[src/rtl/core/spl_pkg.sv]
// Shared constants, types and codes of the sorted priority list.
`default_nettype none
package spl_pkg;

	// Sizing
	localparam int CAPACITY     = 16;
	localparam int KEY_BITS     = 16;
	localparam int PAYLOAD_BITS = 32;
	localparam int CNT_BITS     = $clog2(CAPACITY + 1);

	// Stream word widths, padded to whole bytes
	localparam int S_DATA_BITS = ((KEY_BITS + PAYLOAD_BITS + 7) / 8) * 8;
	localparam int M_FIELD_BITS = 2 + KEY_BITS + PAYLOAD_BITS + CNT_BITS;
	localparam int M_DATA_BITS = ((M_FIELD_BITS + 7) / 8) * 8;

	typedef logic [KEY_BITS-1:0]     key_t;
	typedef logic [PAYLOAD_BITS-1:0] pay_t;
	typedef logic [CNT_BITS-1:0]     cnt_t;

	// Command codes
	localparam logic CMD_INSERT = 1'b0;
	localparam logic CMD_REMOVE = 1'b1;

	// Status codes
	localparam logic [1:0] ST_DONE  = 2'd0;
	localparam logic [1:0] ST_FULL  = 2'd1;
	localparam logic [1:0] ST_EMPTY = 2'd2;

	localparam cnt_t CNT_CAPACITY = cnt_t'(CAPACITY);

	// Per-cell control from the top level
	typedef struct packed {
		logic ins;   // insert takes effect this cycle
		logic del;   // remove takes effect this cycle
		logic head;  // this cell is slot 0
		logic occ;   // this cell holds a stored entry
	} cell_ctrl_t;

endpackage
`default_nettype wire

[src/rtl/core/sorted_priority_list.sv]
// Top level of the sorted priority list: stream ports, fill count and cell row.
`default_nettype none
// A bounded queue of up to CAPACITY (key, payload) entries kept in ascending
// key order in a row of cells, slot 0 being the head. Each input word is an
// insert (tuser 0) or a remove of the head (tuser 1); every word yields one
// result word with status, removed head entry and the occupancy afterwards.
// An insert goes before the head only when its key is strictly smaller, and
// otherwise after all entries with smaller keys (a new key equal to stored
// ones lands right behind the head or ahead of the other equal keys, so equal
// keys past the head come out newest first). All cells compare against the
// new key in parallel and shift in the same edge, so the result appears in
// the output register the cycle after the word is accepted, and a new word
// is accepted every cycle as long as the result register is free or drained.
// No clearing pass is needed after reset.
module sorted_priority_list
	import spl_pkg::*;
(
	input  wire                    clk,
	input  wire                    arst_n,
	input  wire                    s_tvalid,
	output logic                   s_tready,
	input  wire  [S_DATA_BITS-1:0] s_tdata,   // key, payload
	input  wire                    s_tuser,   // cmd
	output logic                   m_tvalid,
	input  wire                    m_tready,
	output logic [M_DATA_BITS-1:0] m_tdata    // status, head_key, head_payload, occupancy
);

	cnt_t                   count_q;
	logic                   m_tvalid_q;
	logic [M_DATA_BITS-1:0] m_tdata_q;

	logic accept, full, empty, do_ins, do_del;
	key_t in_key;
	pay_t in_pay;

	key_t cell_key  [CAPACITY];
	pay_t cell_pay  [CAPACITY];
	logic cell_stay [CAPACITY];

	// Input word unpack
	assign in_key = s_tdata[KEY_BITS-1:0];
	assign in_pay = s_tdata[KEY_BITS+PAYLOAD_BITS-1:KEY_BITS];

	assign s_tready = !m_tvalid_q || m_tready;
	assign accept   = s_tvalid && s_tready;
	assign full     = (count_q == CNT_CAPACITY);
	assign empty    = (count_q == '0);
	assign do_ins   = accept && (s_tuser == CMD_INSERT) && !full;
	assign do_del   = accept && (s_tuser == CMD_REMOVE) && !empty;

	// Row of cells
	for (genvar i = 0; i < CAPACITY; i++) begin : g_cell
		cell_ctrl_t ctrl;
		key_t       l_key, r_key;
		pay_t       l_pay, r_pay;
		logic       l_stay;

		assign ctrl = '{ins: do_ins, del: do_del, head: (i == 0),
			occ: (i < int'(count_q))};

		if (i == 0) begin : g_first
			assign l_key  = in_key;
			assign l_pay  = in_pay;
			assign l_stay = 1'b1;
		end else begin : g_mid
			assign l_key  = cell_key[i-1];
			assign l_pay  = cell_pay[i-1];
			assign l_stay = cell_stay[i-1];
		end

		if (i == CAPACITY - 1) begin : g_last
			assign r_key = cell_key[i];
			assign r_pay = cell_pay[i];
		end else begin : g_inner
			assign r_key = cell_key[i+1];
			assign r_pay = cell_pay[i+1];
		end

		spl_cell u_cell (
			.clk       (clk),
			.ctrl      (ctrl),
			.new_key   (in_key),
			.new_pay   (in_pay),
			.left_key  (l_key),
			.left_pay  (l_pay),
			.left_stay (l_stay),
			.right_key (r_key),
			.right_pay (r_pay),
			.key       (cell_key[i]),
			.pay       (cell_pay[i]),
			.stay      (cell_stay[i])
		);
	end

	// Result word build
	logic [1:0] res_status;
	key_t       res_key;
	pay_t       res_pay;
	cnt_t       next_count;

	always_comb begin
		res_status = ST_DONE;
		if (s_tuser == CMD_INSERT && full) begin
			res_status = ST_FULL;
		end else if (s_tuser == CMD_REMOVE && empty) begin
			res_status = ST_EMPTY;
		end
		res_key = do_del ? cell_key[0] : '0;
		res_pay = do_del ? cell_pay[0] : '0;
		next_count = count_q;
		if (do_ins) begin
			next_count = count_q + cnt_t'(1);
		end else if (do_del) begin
			next_count = count_q - cnt_t'(1);
		end
	end

	// Fill count and output register
	always_ff @(posedge clk or negedge arst_n) begin
		if (!arst_n) begin
			count_q    <= '0;
			m_tvalid_q <= 1'b0;
		end else begin
			count_q <= next_count;
			if (accept) begin
				m_tvalid_q <= 1'b1;
			end else if (m_tready) begin
				m_tvalid_q <= 1'b0;
			end
		end
	end

	always_ff @(posedge clk) begin
		if (accept) begin
			m_tdata_q <= M_DATA_BITS'({next_count, res_pay, res_key, res_status});
		end
	end

	assign m_tvalid = m_tvalid_q;
	assign m_tdata  = m_tdata_q;

endmodule
`default_nettype wire

[src/rtl/core/spl_cell.sv]
// One slot of the sorted list: holds an entry and trades it with its neighbors.
`default_nettype none
module spl_cell
	import spl_pkg::*;
(
	input  wire        clk,
	input  cell_ctrl_t ctrl,
	input  key_t       new_key,
	input  pay_t       new_pay,
	input  key_t       left_key,
	input  pay_t       left_pay,
	input  logic       left_stay,
	input  key_t       right_key,
	input  pay_t       right_pay,
	output key_t       key,
	output pay_t       pay,
	output logic       stay
);

	key_t key_q;
	pay_t pay_q;

	// Entry stays in place on insert when it orders before the new key;
	// an equal key at the head also stays.
	assign stay = ctrl.occ && (ctrl.head ? (key_q <= new_key) : (key_q < new_key));

	// Insert: stay, take the new entry at the boundary, or shift right.
	// Remove: everything moves one slot toward the head.
	always_ff @(posedge clk) begin
		if (ctrl.ins) begin
			if (!stay) begin
				if (left_stay) begin
					key_q <= new_key;
					pay_q <= new_pay;
				end else begin
					key_q <= left_key;
					pay_q <= left_pay;
				end
			end
		end else if (ctrl.del) begin
			key_q <= right_key;
			pay_q <= right_pay;
		end
	end

	assign key = key_q;
	assign pay = pay_q;

endmodule
`default_nettype wire

[config.mk]
export PLATFORM = sky130hd
export DESIGN_NAME = sorted_priority_list
export DESIGN_NICKNAME = d
export VERILOG_FILES = /design/src/rtl/core/spl_pkg.sv /design/src/rtl/core/sorted_priority_list.sv /design/src/rtl/core/spl_cell.sv
export SDC_FILE = /design/constraint.sdc
export NUM_CORES = 2
export LEC_CHECK = 0
export ABC_AREA = 1
export BUFFER_PORTS_ARGS = -buffer_cell sky130_fd_sc_hd__buf_4
export CORE_ASPECT_RATIO = 2
export CORE_UTILIZATION = 59
export CTS_BUF_LIST = sky130_fd_sc_hd__clkbuf_2
export DETAILED_ROUTE_END_ITERATION = 8
export GPL_TIMING_DRIVEN = 0
export HOLD_SLACK_MARGIN = 0.02
export PLACE_DENSITY = 0.74
export SLEW_MARGIN = 20
export SYNTH_ARGS = -nofsm -noshare
export SYNTH_HDL_FRONTEND = slang
export SYNTH_SLANG_ARGS = --single-unit
[constraint.sdc]
create_clock -name clk -period 11.4 [get_ports clk]
set_input_delay 0.57 -clock clk [delete_from_list [all_inputs] [get_ports clk]]
set_output_delay 0.57 -clock clk [all_outputs]
set_load 0.02 [all_outputs]
**Word level (Yosys, flattened, before mapping)**

Cells that the tools add are included.

- Flip-flop bits (word level): 829
- Bits in latches: 0
- Memory bits (writable): 0
- Memory bits (read-only): 0
- Bits of input ports: 53
- Output and inout port bits: 58
- Memories kept: 0

- Add/sub/neg operators: 2
- Multipliers: 0
- Divide/modulo/power cells: 0
- Order comparisons: 32
- Equality and inequality tests: 16
- Shift-type cells: 0
- Multiplexer cells: 125
- Bitwise gates (word level): 2
- Reduce and logical (&&, ||, !) cells: 46

Operators with widths:

| cell | number |
|---|---|
| $mux W32 | 60 |
| $mux W16 | 60 |
| $lt A16 B16 Y1 | 15 |
| $lt A4 B5 Y1 const A | 8 |
| $reduce_and A2 Y1 | 16 |
| $ne A2 B2 Y1 const B | 15 |
| $logic_and A1 B1 Y1 | 23 |
| $lt A3 B5 Y1 const A | 4 |
| $le A16 B16 Y1 | 1 |
| $lt A1 B5 Y1 const A | 2 |
| $lt A2 B5 Y1 const A | 2 |
| $mux W5 | 2 |
| $add A5 B1 Y5 const B | 1 |
| $eq A5 B5 Y1 const B | 1 |
| $logic_not A5 Y1 | 1 |
| $sub A5 B1 Y5 const B | 1 |
| $reduce_bool A2 Y1 | 2 |
| $logic_not A1 Y1 | 3 |
| $mux W1 | 2 |
| $mux W2 | 1 |
| $not A1 Y1 | 2 |
| $logic_or A1 B1 Y1 | 1 |

**Longest topological paths before layout**

- Word-level depth: 7
- Gate-level depth with buffers: 19

**Modules after synthesis**

From an unflattened synthesis, not the netlist that was laid out.

- Cells, all modules: 5,654
- Area, all modules: 49,359.8 um2

By module, submodules not included:

| module | times used | cells each | area an instance (um2) | seq. area each (um2) |
|---|---|---|---|---|
| spl_cell (g_cell[0].u_cell ...) | 11 | 337 | 2,917.8 | 1,441.4 |
| spl_cell (g_cell[5].u_cell ...) | 5 | 338 | 2,919.0 | 1,441.4 |
| sorted_priority_list | 1 | 257 | 2,668.8 | 1,801.7 |

**Worst setup path after synthesis**

No wires, ideal clock.

- Kind: input to register
- Start: input port m_tready
- End: register g_cell[14].u_cell.key_q[0] (enable)
- Arrival time: 3.863 ns
- Data required time: 10.993 ns
- Slack: 7.130 ns
- Cell stages on the path: 8
- Cell sequence: inv_1 > nand2_1 > nand2_1 > inv_1 > nand3_1 > clkbuf_1 > clkbuf_1 > nand2_1

- Cells in the longest elaborated chain, start to end: 6

Ends and longest elaborated chain:

| item | line | source |
|---|---|---|
| from (decl) | sorted_priority_list.sv:25 | `input wire m_tready,` |
| $logic_or A1 B1 Y1 * | sorted_priority_list.sv:45 | `assign s_tready = !m_tvalid_q \|\| m_tready;` |
| via s_tready | sorted_priority_list.sv:21 | `output logic s_tready,` |
| $logic_and A1 B1 Y1 * | sorted_priority_list.sv:46 | `assign accept = s_tvalid && s_tready;` |
| via accept | sorted_priority_list.sv:33 | `logic accept, full, empty, do_ins, do_del;` |
| $logic_and A1 B1 Y1 (on tied branches) (2 in a row) | sorted_priority_list.sv:49, sorted_priority_list.sv:50 |  |
| $ne A2 B2 Y1 (no line) / $reduce_bool A2 Y1 (equally long branches) | n/a |  |
| $reduce_and A2 Y1 (no line) * | n/a |  |
| to (signal assigned) | spl_cell.sv:33 | `key_q <= new_key;` |
| to (signal assigned) | spl_cell.sv:36 | `key_q <= left_key;` |
| to (signal assigned) | spl_cell.sv:41 | `key_q <= right_key;` |
| to (decl) | spl_cell.sv:20 | `key_t key_q;` |

The timed path passes the listed nets; every way through them passes the cells marked *.
A chain may end at the register's enable or synchronous reset.

**Worst setup path in the final report**

- Start: register count_q[4]
- End: register g_cell[7].u_cell.key_q[13] (enable)

- Cells in the longest elaborated chain, start to end: 5

Ends and longest elaborated chain:

| item | line | source |
|---|---|---|
| from (decl) | sorted_priority_list.sv:29 | `cnt_t count_q;` |
| from (signal assigned) | sorted_priority_list.sv:125 | `count_q <= next_count;` |
| parallel branches: the longest is 4 deep, another holds $lt A3 B5 Y1 | n/a |  |
| $reduce_and A2 Y1 (no line) * | n/a |  |
| to (signal assigned) | spl_cell.sv:33 |  |
| to (signal assigned) | spl_cell.sv:36 |  |
| to (signal assigned) | spl_cell.sv:41 |  |
| to (decl) | spl_cell.sv:20 |  |

Mark *: on every way between the ends.

==> out/metrics.yaml <==
status: "finished clean"
syn_to_final_growth_pct: 10.5
worstMarginPinSlew_ps: 1120
cts_tree: "built"
dp_hpwl_um: 119000
cp_max_fo: 29
min_period_ps: 4500
ys_seq_elements: 829
final_cell_mix: "nand2_1 (3668), edfxtp_1 (823), inv_1 (726)"
cts.repair.resized: 0
drive_above_1_share: 0.0915
holdCritStartpoint: "s_tdata[41]"
synth-seq-area-share: 0.510
max_freq_mhz: 222
hold_path_end: "g_cell[3].u_cell.pay[25]"
start_util: 0.597
core_mm2: 0.0817
cts_root_buf: "clkbuf_2"
finalCritPeriodShare: 0.395
synth_warnings: 0
synthesis.instances: 6290
reg2reg_depth: 9
gp_congestion: 0.925
p_leak_nw: 30.4
r2r_slack_ps: 6900
cts_sinks: 829
h-tree-depth: 4
hold_path.class: "primary input to flop"
grt_antenna_before_repair: 2
setup_violations: 0
skew_ps: 75.1
max-clock-path-buffers: 3
crit_type: "flop to flop"
synth.avg_cell_area_um2: 7.75
vias: 42300
grt_pass1_vias: 43500
critPathArrivalTime_ps: 5780
drtAntennaViolNets: 0
hold_viol: 0
regToRegStartpoint: "count_q[4]"
dr.pass1.iters: 6
cts_hold_buf: 101
drc: 0
hold_path_depth: 6
p_per_area_mw_per_mm2: 185
final_common_cell: "nand2_1"
wirelength_um: 153000
clk_pin_slew_ps: 130
nNetsFinal: 6999
place_area_mm2: 0.0512
grt_pass1_wl_um: 227000
grt_max_degree: 58
crit_start: "count_q[4]"
cts_setup_buffers: 0
die_y_um: 409
r2r-end: "g_cell[7].u_cell.key[13]"
fp.dieW_um: 205
crit_path_end_kind: "flop"
rsz0062_at_grt: "false"
final_area_mm2: 0.0539
io_pins: 111
drv_cap: 0
cts_buffers: 187
io_buffers: 109
slew_headroom: 0.256
cp_data_required_time_ps: 12680
drv_slew: 0
gr-total-overflow: 0
wl_per_cell_um: 19.3
synth_nets: 6587
startpoint_type: "flop"
fin_setup_tns_ps: 0
die-area_mm2: 0.0839
grtUsageTotal: 0.368
clock_latency_ps: 1600
ir_drop_v: 0.000119
drt_iter0_markers: 2893
synth_area_mm2: 0.0488
rows: 148
vias_per_cell: 5.36
yosysUniqueCellTypes: 42
==> flip-flops by register name (all words and copies together), names as in the netlist <==
signal / count
count_q: 5
g_cell.u_cell.pay: 512
m_tdata: 55
g_cell.u_cell.key: 256
m_tvalid: 1
==> routing by layer <==
metal  track usage  vias to the layer above  wire length (um)
met5             0                        -                 0
met2         0.659                     1437             78900
met4         0.383                        0             18500
met3        0.0505                      652              6440
li1              -                    20400                 -
met1         0.341                    19900             48800
==> worst max-delay path: stages (launching register included) <==
cell      delay [ps]
dfrtp_1          600
nor2_2           520
inv_1            170
nor2_1           130
inv_1             60
nand3_1          160
clkbuf_1         760
clkbuf_1         860
nand2_2          560
buf_12           350
==> cell families after synthesis <==
| logic type | count (synthesis) | synth area share |
|---|---|---|
| AOI/OAI and AO/OA | 243 | 0.0277 |
| other | 1 | 0.0000769 |
| DFF | 829 | 0.510 |
| and+or+nand+nor | 3941 | 0.311 |
| xor gates and xnor gates | 3 | 0.000539 |
| muxes | 1 | 0.000231 |
| buffers and inverters | 1028 | 0.0875 |
| adders and majority gates | 244 | 0.0626 |
==> report_power, final <==
| group | internal [mW] | total [mW] | leakage [nW] | switching [mW] |
|---|---|---|---|---|
| logic | 1.05 | 3.39 | 21.3 | 2.34 |
| clock network | 0.681 | 1.99 | 1.27 | 1.31 |
| registers | 4.20 | 4.57 | 7.84 | 0.372 |
==> cell usage after synthesis, drive strengths merged <==
master | number | area, um2
o21ai | 85 | 425
edfxtp | 823 | 24700
o21bai | 15 | 113
a211oi | 2 | 15.0
clkinv | 1 | 3.75
or2 | 2 | 12.5
o2111ai | 1 | 8.76
buf | 146 | 951
nor3 | 8 | 40.0
nand4 | 15 | 93.8
nand3 | 61 | 305
mux2 | 1 | 11.3
nor3b | 1 | 7.51
nor2 | 109 | 412
a21o | 4 | 30.0
a21oi | 103 | 515
ha | 244 | 3050
xor2 | 3 | 26.3
clkbuf | 150 | 564
dfrtp | 6 | 150
o211ai | 2 | 15.0
and3 | 1 | 6.26
a21boi | 13 | 97.6
o21a | 15 | 113
inv | 731 | 2750
nand2 | 3734 | 14200
nand3b | 6 | 45.0
nor4 | 4 | 25.0
a31oi | 3 | 18.8
conb | 1 | 3.75
==> metrics by stage <==
step	util	worst slack, ps	power [mW]	hold WS (ps)	std cells
after global routing	0.660	6930	10.6	64.1	7898
after global placement	0.623	5140	7.83	392	7449
after detailed placement	0.627	7040	7.95	396	7462
after CTS	0.660	7010	9.93	21.9	7894
final	0.660	6900	9.96	135	7898
after floorplan	-	7130	6.84	274	6290
==> how the worst max path moves through the flow <==
stage | end | slack (ps)
4_1_cts | g_cell[5].u_cell.key[13] | 7010
5_1_grt | g_cell[7].u_cell.key[13] | 6930
6_report | g_cell[7].u_cell.key[13] | 6900
2_1_floorplan | g_cell[14].u_cell.key[0] | 7130
3_5_place_dp | g_cell[10].u_cell.key[10] | 7040
3_3_place_gp | g_cell[14].u_cell.pay[15] | 5140
==> cell type report <==
cell class	count	area [um2]
timing repair buffer	223	2100
inverter	732	2760
multi-input combinational	4433	19700
tap	1050	1310
antenna	4	10.0
clock inverter	60	290
buffer	296	1520
clock buffer	271	1360
sequential	829	24900
fill	7467	27800
Power figures use the tool's default switching activity.
